<file path="src/pru_pkg.sv">
// Shared types, sizes and register codes of the pixel replicate upscaler.
// No dependencies; pru_seq, pru_emit and the top level import this package.
package pru_pkg;

   localparam int MAX_LINE_WIDTH = 512;
   localparam int MAX_SCALE      = 10;
   localparam int ROW_LIMIT      = 512;

   localparam int COL_W   = $clog2(MAX_LINE_WIDTH);
   localparam int SCALE_W = $clog2(MAX_SCALE + 1);
   localparam int ROW_W   = $clog2(ROW_LIMIT);

   localparam int PIXEL_W     = 32;
   localparam int CHAN_W      = 8;
   localparam int CFG_SCALE_W = 4;
   localparam int CFG_WIDTH_W = 10;
   localparam int CFG_HEIGHT_W = 10;
   localparam int CFG_KEEP_W  = 9;
   localparam int CSR_IDX_W   = 2;
   localparam int CSR_DATA_W  = 10;

   localparam logic [CHAN_W-1:0] ALPHA_OPAQUE = 8'hFF;

   typedef enum logic [CSR_IDX_W-1:0] {
      CSR_SCALE  = 2'd0,
      CSR_WIDTH  = 2'd1,
      CSR_HEIGHT = 2'd2,
      CSR_KEEP   = 2'd3
   } csr_reg_type;

   typedef struct packed {
      logic               mode;
      logic [PIXEL_W-1:0] pixel_in;
   } req_type;

   typedef struct packed {
      logic [PIXEL_W-1:0] pixel_out;
      logic               last;
   } rsp_type;

   // Per-beat controls from the sequencer to the line buffer and the output side.
   typedef struct packed {
      logic [COL_W-1:0]   col;
      logic               dark;
      logic [CHAN_W-1:0]  keep;
      logic [SCALE_W-1:0] copies;
   } slot_type;

   function automatic logic [CHAN_W-1:0] scale_chan(input logic [CHAN_W-1:0] c,
                                                    input logic [CHAN_W-1:0] k);
      logic [2*CHAN_W-1:0] prod;
      prod = c * k;
      return prod[2*CHAN_W-1:CHAN_W];
   endfunction

   function automatic logic [PIXEL_W-1:0] shade(input logic [PIXEL_W-1:0] px,
                                                input logic [CHAN_W-1:0]  k);
      return {ALPHA_OPAQUE,
              scale_chan(px[23:16], k),
              scale_chan(px[15:8], k),
              scale_chan(px[7:0], k)};
   endfunction

endpackage

</file>
<file path="src/pru_seq.sv">
// Configuration registers and column / row position counters.
// Depends on pru_pkg.
module pru_seq
   import pru_pkg::*;
(
   input  logic                  clock,
   input  logic                  reset,
   input  logic                  csr_valid,
   output logic                  csr_ready,
   input  logic [CSR_IDX_W-1:0]  csr_index,
   input  logic [CSR_DATA_W-1:0] csr_data,
   input  logic                  step,
   output slot_type              slot
);

   localparam int COL_CNT_W = COL_W + 1;
   localparam int ROW_CNT_W = ROW_W + 1;

   logic [CFG_SCALE_W-1:0]  scale_ff, scale_in;
   logic [CFG_WIDTH_W-1:0]  width_ff, width_in;
   logic [CFG_HEIGHT_W-1:0] height_ff, height_in;
   logic [CFG_KEEP_W-1:0]   keep_ff, keep_in;

   logic [COL_W-1:0]       col_ff, col_in;
   logic [CFG_SCALE_W-1:0] rc_ff, rc_in;
   logic [ROW_W-1:0]       row_ff, row_in;
   logic                   odd_ff, odd_in;

   logic [SCALE_W-1:0]   scale_eff;
   logic [COL_CNT_W-1:0] width_eff;
   logic [ROW_CNT_W-1:0] height_eff;
   logic [COL_CNT_W-1:0] col_inc;
   logic [CFG_SCALE_W:0] rc_inc;
   logic [ROW_CNT_W-1:0] row_inc;

   assign csr_ready = 1'b1;

   always_comb begin
      scale_in  = scale_ff;
      width_in  = width_ff;
      height_in = height_ff;
      keep_in   = keep_ff;
      if (csr_valid) begin
         unique case (csr_reg_type'(csr_index))
            CSR_SCALE:  scale_in  = csr_data[CFG_SCALE_W-1:0];
            CSR_WIDTH:  width_in  = csr_data[CFG_WIDTH_W-1:0];
            CSR_HEIGHT: height_in = csr_data[CFG_HEIGHT_W-1:0];
            CSR_KEEP:   keep_in   = csr_data[CFG_KEEP_W-1:0];
            default: ;
         endcase
      end
   end

   // Zero acts as one; large values saturate.
   always_comb begin
      if (scale_ff == '0) begin
         scale_eff = SCALE_W'(1);
      end else if (32'(scale_ff) > 32'(MAX_SCALE)) begin
         scale_eff = SCALE_W'(MAX_SCALE);
      end else begin
         scale_eff = SCALE_W'(scale_ff);
      end
      if (width_ff == '0) begin
         width_eff = COL_CNT_W'(1);
      end else if (32'(width_ff) > 32'(MAX_LINE_WIDTH)) begin
         width_eff = COL_CNT_W'(MAX_LINE_WIDTH);
      end else begin
         width_eff = COL_CNT_W'(width_ff);
      end
      if (height_ff == '0) begin
         height_eff = ROW_CNT_W'(1);
      end else if (32'(height_ff) > 32'(ROW_LIMIT)) begin
         height_eff = ROW_CNT_W'(ROW_LIMIT);
      end else begin
         height_eff = ROW_CNT_W'(height_ff);
      end
   end

   always_comb begin
      col_inc = {1'b0, col_ff} + COL_CNT_W'(1);
      rc_inc  = {1'b0, rc_ff} + (CFG_SCALE_W + 1)'(1);
      row_inc = {1'b0, row_ff} + ROW_CNT_W'(1);
      col_in  = col_ff;
      rc_in   = rc_ff;
      row_in  = row_ff;
      odd_in  = odd_ff;
      if (step) begin
         if (col_inc >= width_eff) begin
            col_in = '0;
            odd_in = ~odd_ff;
            if (32'(rc_inc) >= 32'(scale_eff)) begin
               rc_in = '0;
               if (row_inc >= height_eff) begin
                  row_in = '0;
                  odd_in = 1'b0;
               end else begin
                  row_in = row_inc[ROW_W-1:0];
               end
            end else begin
               rc_in = rc_inc[CFG_SCALE_W-1:0];
            end
         end else begin
            col_in = col_inc[COL_W-1:0];
         end
      end
   end

   always_ff @(posedge clock) begin
      if (reset) begin
         scale_ff  <= CFG_SCALE_W'(2);
         width_ff  <= CFG_WIDTH_W'(256);
         height_ff <= CFG_HEIGHT_W'(240);
         keep_ff   <= CFG_KEEP_W'(256);
         col_ff    <= '0;
         rc_ff     <= '0;
         row_ff    <= '0;
         odd_ff    <= 1'b0;
      end else begin
         scale_ff  <= scale_in;
         width_ff  <= width_in;
         height_ff <= height_in;
         keep_ff   <= keep_in;
         col_ff    <= col_in;
         rc_ff     <= rc_in;
         row_ff    <= row_in;
         odd_ff    <= odd_in;
      end
   end

   always_comb begin
      slot.col    = col_ff;
      slot.dark   = odd_ff & ~keep_ff[CFG_KEEP_W-1];
      slot.keep   = keep_ff[CHAN_W-1:0];
      slot.copies = scale_eff;
   end

endmodule

</file>
<file path="config.mk">
export PLATFORM = sky130hd
export DESIGN_NAME = pru_seq
export DESIGN_NICKNAME = d
export VERILOG_FILES = /design/src/pru_pkg.sv /design/src/pru_seq.sv
export SDC_FILE = /design/constraint.sdc
export NUM_CORES = 1
export LEC_CHECK = 0
export BUFFER_PORTS_ARGS = -buffer_cell sky130_fd_sc_hd__buf_2
export CELL_PAD_IN_SITES_DETAIL_PLACEMENT = 0
export CELL_PAD_IN_SITES_GLOBAL_PLACEMENT = 1
export CORE_ASPECT_RATIO = 2
export CORE_MARGIN = 1.5
export CORE_UTILIZATION = 30
export CTS_CLUSTER_DIAMETER = 150
export DETAILED_ROUTE_END_ITERATION = 8
export PLACE_DENSITY_LB_ADDON = 0.1
export SLEW_MARGIN = 20
export SYNTH_ARGS = -nofsm -noshare
export SYNTH_HDL_FRONTEND = slang
export SYNTH_SLANG_ARGS = --single-unit
</file>
<file path="constraint.sdc">
create_clock -name clock -period 2.8 [get_ports clock]
set_clock_uncertainty 0.05 [all_clocks]
set_input_delay 0.56 -clock clock [delete_from_list [all_inputs] [get_ports clock]]
set_output_delay 0.56 -clock clock [all_outputs]
set_load 0.01 [all_outputs]
</file>
==> results.py <==
metrics = {
    "drt": {
        "num_vias": 2898,
        "route.detailed.drc": 0,
        "vias_per_cell": 4.879,
        "wl_per_cell_um": 16.46,
        "drtIter0Drc": 78,
        "antenna_left": 0,
        "routed_wl_mm": 9.780,
        "dr.pass1.iters": 4,
    },
    "floorplanning": {
        "core-area_sq_mm": 0.01015,
        "die_h_um": 147.3,
        "die_area_sq_mm": 0.01107,
        "io-pin-count": 39,
        "die_w_um": 75.16,
        "initial_core_util_pct": 30.78,
        "row_count": 52,
    },
    "worst_setup_path": {
        "end_kind": "flip-flop",
        "rr_endpoint": "row_ff[3]",
        "worstPathArrival_ns": 2.93,
        "reg2reg_slack_ns": 0.03,
        "critPathMaxFanout": 5,
        "setup.worst_path.class": "reg -> reg",
        "startpoint_type": "flip-flop",
        "critPathRequiredTime_ns": 2.95,
        "r2r_cells": 13,
        "rr_startpoint": "col_ff[0]",
    },
    "layout": {
        "insertedDiodeCount": 0,
        "layout-drive-gt1-share_pct": 36.17,
        "multiInputGateArea_sq_mm": 0.002167,
        "area_growth_pct": 39.41,
        "num-fill-cells": 1083,
        "seq_area_sq_mm": 0.001150,
        "final_nets": 501,
        "utilization_pct": 42.91,
        "final_area_sq_mm": 0.004355,
    },
    "synth": {
        "yosysMostFrequentCell": "nand2_1",
        "synth_area_leaders": "dfxtp_1 36%, ha_1 11%, nand2_1 8.2%",
        "syn-num-nets": 420,
        "synth_area_leader_cell": "dfxtp_1",
        "synth_commonest_cells": "68 x nand2_1, 56 x dfxtp_1, 34 x a21oi_1",
        "ys_seq_elements": 56,
        "yosysWarnings": 0,
        "synthFlopType": "dfxtp_1",
        "synth_area_sq_mm": 0.003124,
        "async_reset_ff_share_pct": 0,
        "synth.top_cell.area_share_pct": 35.88,
        "ys_types": 46,
        "synth_edf_count": 0,
        "syn_avg_cell_area_sq_um": 8.287,
        "synthCells": 377,
        "yosysSeqAreaShare_pct": 35.88,
    },
    "timing": {
        "slew_headroom_pct": 33.40,
        "fin_hold_ws_ns": 0.4037,
        "fmax_mhz": 360.4,
        "layout_min_cycle_time_ns": 2.775,
        "hold_viol": 0,
        "rsz0062_at_grt": "true",
        "period_share_pct": 99.10,
        "setup_viol": 0,
        "slew_viol_final": 0,
        "tightest_slew_ns": 0.9991,
    },
    "cts": {
        "worst_skew_pair.late_latency_ns": 0.30,
        "h-tree-depth": 2,
        "path_clk_slew_ns": 0.07,
        "cts_buffers": 5,
        "cts_tree": "built",
        "cts_buffer_depth": 2,
        "clockRootBuffer": "clkbuf_16",
        "clock-sinks": 56,
    },
    "power_and_ir_drop": {
        "power_density_mw_per_mm2": 394.4,
        "leakage_nw": 1.865,
        "p_total_mw": 1.718,
        "ir_drop_mv": 0.3100,
    },
    "global_routing": {
        "busiest_layer": "met2",
        "gr-usage-met1_pct": 17.35,
        "grt.overflow.total": 0,
        "antenna_found_initial": 0,
        "met3_usage_pct": 2.332,
        "grt.met2_usage_pct": 37.74,
        "grt_max_degree": 53,
        "grt_pass1_wl_mm": 15.35,
        "grt_pass1_vias": 2995,
        "grt_usage_pct": 18.69,
    },
    "hold_path": {
        "min_to": "keep_ff[6]",
        "hold_path.class": "reg -> reg",
        "hold_path_depth": 2,
        "min_from": "keep_ff[6]",
    },
    "job": {
        "maxCapViolCount": 0,
    },
    "place": {
        "gp_congestion": 0.8172,
        "post_dp_cell_area_sq_mm": 0.003724,
        "dpl.hpwl_mm": 7.482,
        "io_buffers": 37,
    },
    "outcome": {
        "status": "finished, final reports clean",
    },
}
worst max path at each step:
stage / from / endpoint / slack (ns)
3_5_place_dp: col_ff[1] / row_ff[5] / -0.42
5_1_grt: col_ff[0] / rc_ff[2] / -0.09
4_1_cts: col_ff[1] / row_ff[3] / -0.02
6_report: col_ff[0] / row_ff[3] / 0.03
3_3_place_gp: col_ff[2] / row_ff[5] / -0.40
2_1_floorplan: col_ff[2] / row_ff[5] / 0.02
metrics by stage:
| step | TNS (ns) | worst slack, ns | std cells |
|---|---|---|---|
| 6_report | 0 | 0.02512 | 594 |
| 5_1_grt | -0.8243 | -0.08920 | 594 |
| 4_1_cts | -0.01670 | -0.01670 | 595 |
| 3_5_place_dp | -5.359 | -0.4168 | 576 |
| 3_3_place_gp | -4.726 | -0.3977 | 576 |
| 2_1_floorplan | 0 | 0.02081 | 377 |
cell families after synthesis:
logic type      count (synthesis)  synth area share, %
flops                          56                35.88
buf+inv                        37                5.647
xor+xnor                       16                4.485
fa+ha+maj                      28                11.13
other cells                     1               0.1200
compound gates                 67                14.02
mux                            12                3.845
simple gates                  160                24.87
worst max-delay path, cell delays in order, from the launching register on:
cell and delay, ns:
dfxtp_4 0.38, nand3_4 0.09, nor2_4 0.11, and3_4 0.21, xor2_1 0.18, ha_1 0.28, a211oi_2 0.18, nor2_1 0.06
or3_4 0.42, o211ai_4 0.20, buf_12 0.15, buf_6 0.10, a21oi_2 0.03, o32ai_1 0.25
layout by cell type, fill, tap and decap left out, drive strengths merged:
cell type,count
dfxtp,56
a22oi,7
a211o,2
nand2,68
o31ai,2
mux2i,12
inv,13
maj3,1
nand2b,4
ha,27
a41oi,2
nor2,32
nor4,4
or2,2
nand4,2
o21ai,7
or3,7
clkinv,3
o41ai,1
nor2b,3
o32ai,3
xnor2,10
and3,3
o211ai,2
xor2,6
a2111o,1
clkbuf,7
clkinvlp,1
or4,2
buf,94
nand3b,11
or3b,2
nand4bb,1
a31oi,1
nand3,11
a21oi,34
a211oi,6
nor3b,1
conb,1
nor3,7
state kept, by name, summed over array words and instances (netlist names):
signal     count
width_ff      10
row_ff         9
scale_ff       4
rc_ff          4
keep_ff        9
col_ff         9
height_ff     10
odd_ff         1
what timing repair did:
item	CTS	global route
hold buffers	0	0
endpoints found under the hold margin	0	0
endpoints found under the setup margin	23	23
gates resized for setup	50	36
setup buffers	11	0
pin swaps	29	16
gates cloned	1	0
per-layer routing:
metal	up-vias	share of wire, %	wire length [um]
met5	-	0	0
met4	0	3.2	316
met3	16	2.2	211
met2	38	61	5951
met1	1369	34	3301
li1	1475	-	-
power by group:
part           total [mW]  internal, mW  switching [mW]  leakage (nW)
Clock               0.657         0.358           0.299        0.0701
Combinational       0.224        0.0981           0.126          1.33
Sequential          0.837         0.815          0.0218         0.462
cell type report:
| class | instances | area share [%] |
|---|---|---|
| sequential | 56 | 26.40 |
| timing repair buffer | 94 | 15.14 |
| clock inverter | 1 | 0.1724 |
| multi-input combinational | 285 | 49.76 |
| tap | 135 | 3.878 |
| inverter | 16 | 1.379 |
| clock buffer | 7 | 3.275 |
(Power assumes the default switching activity.)
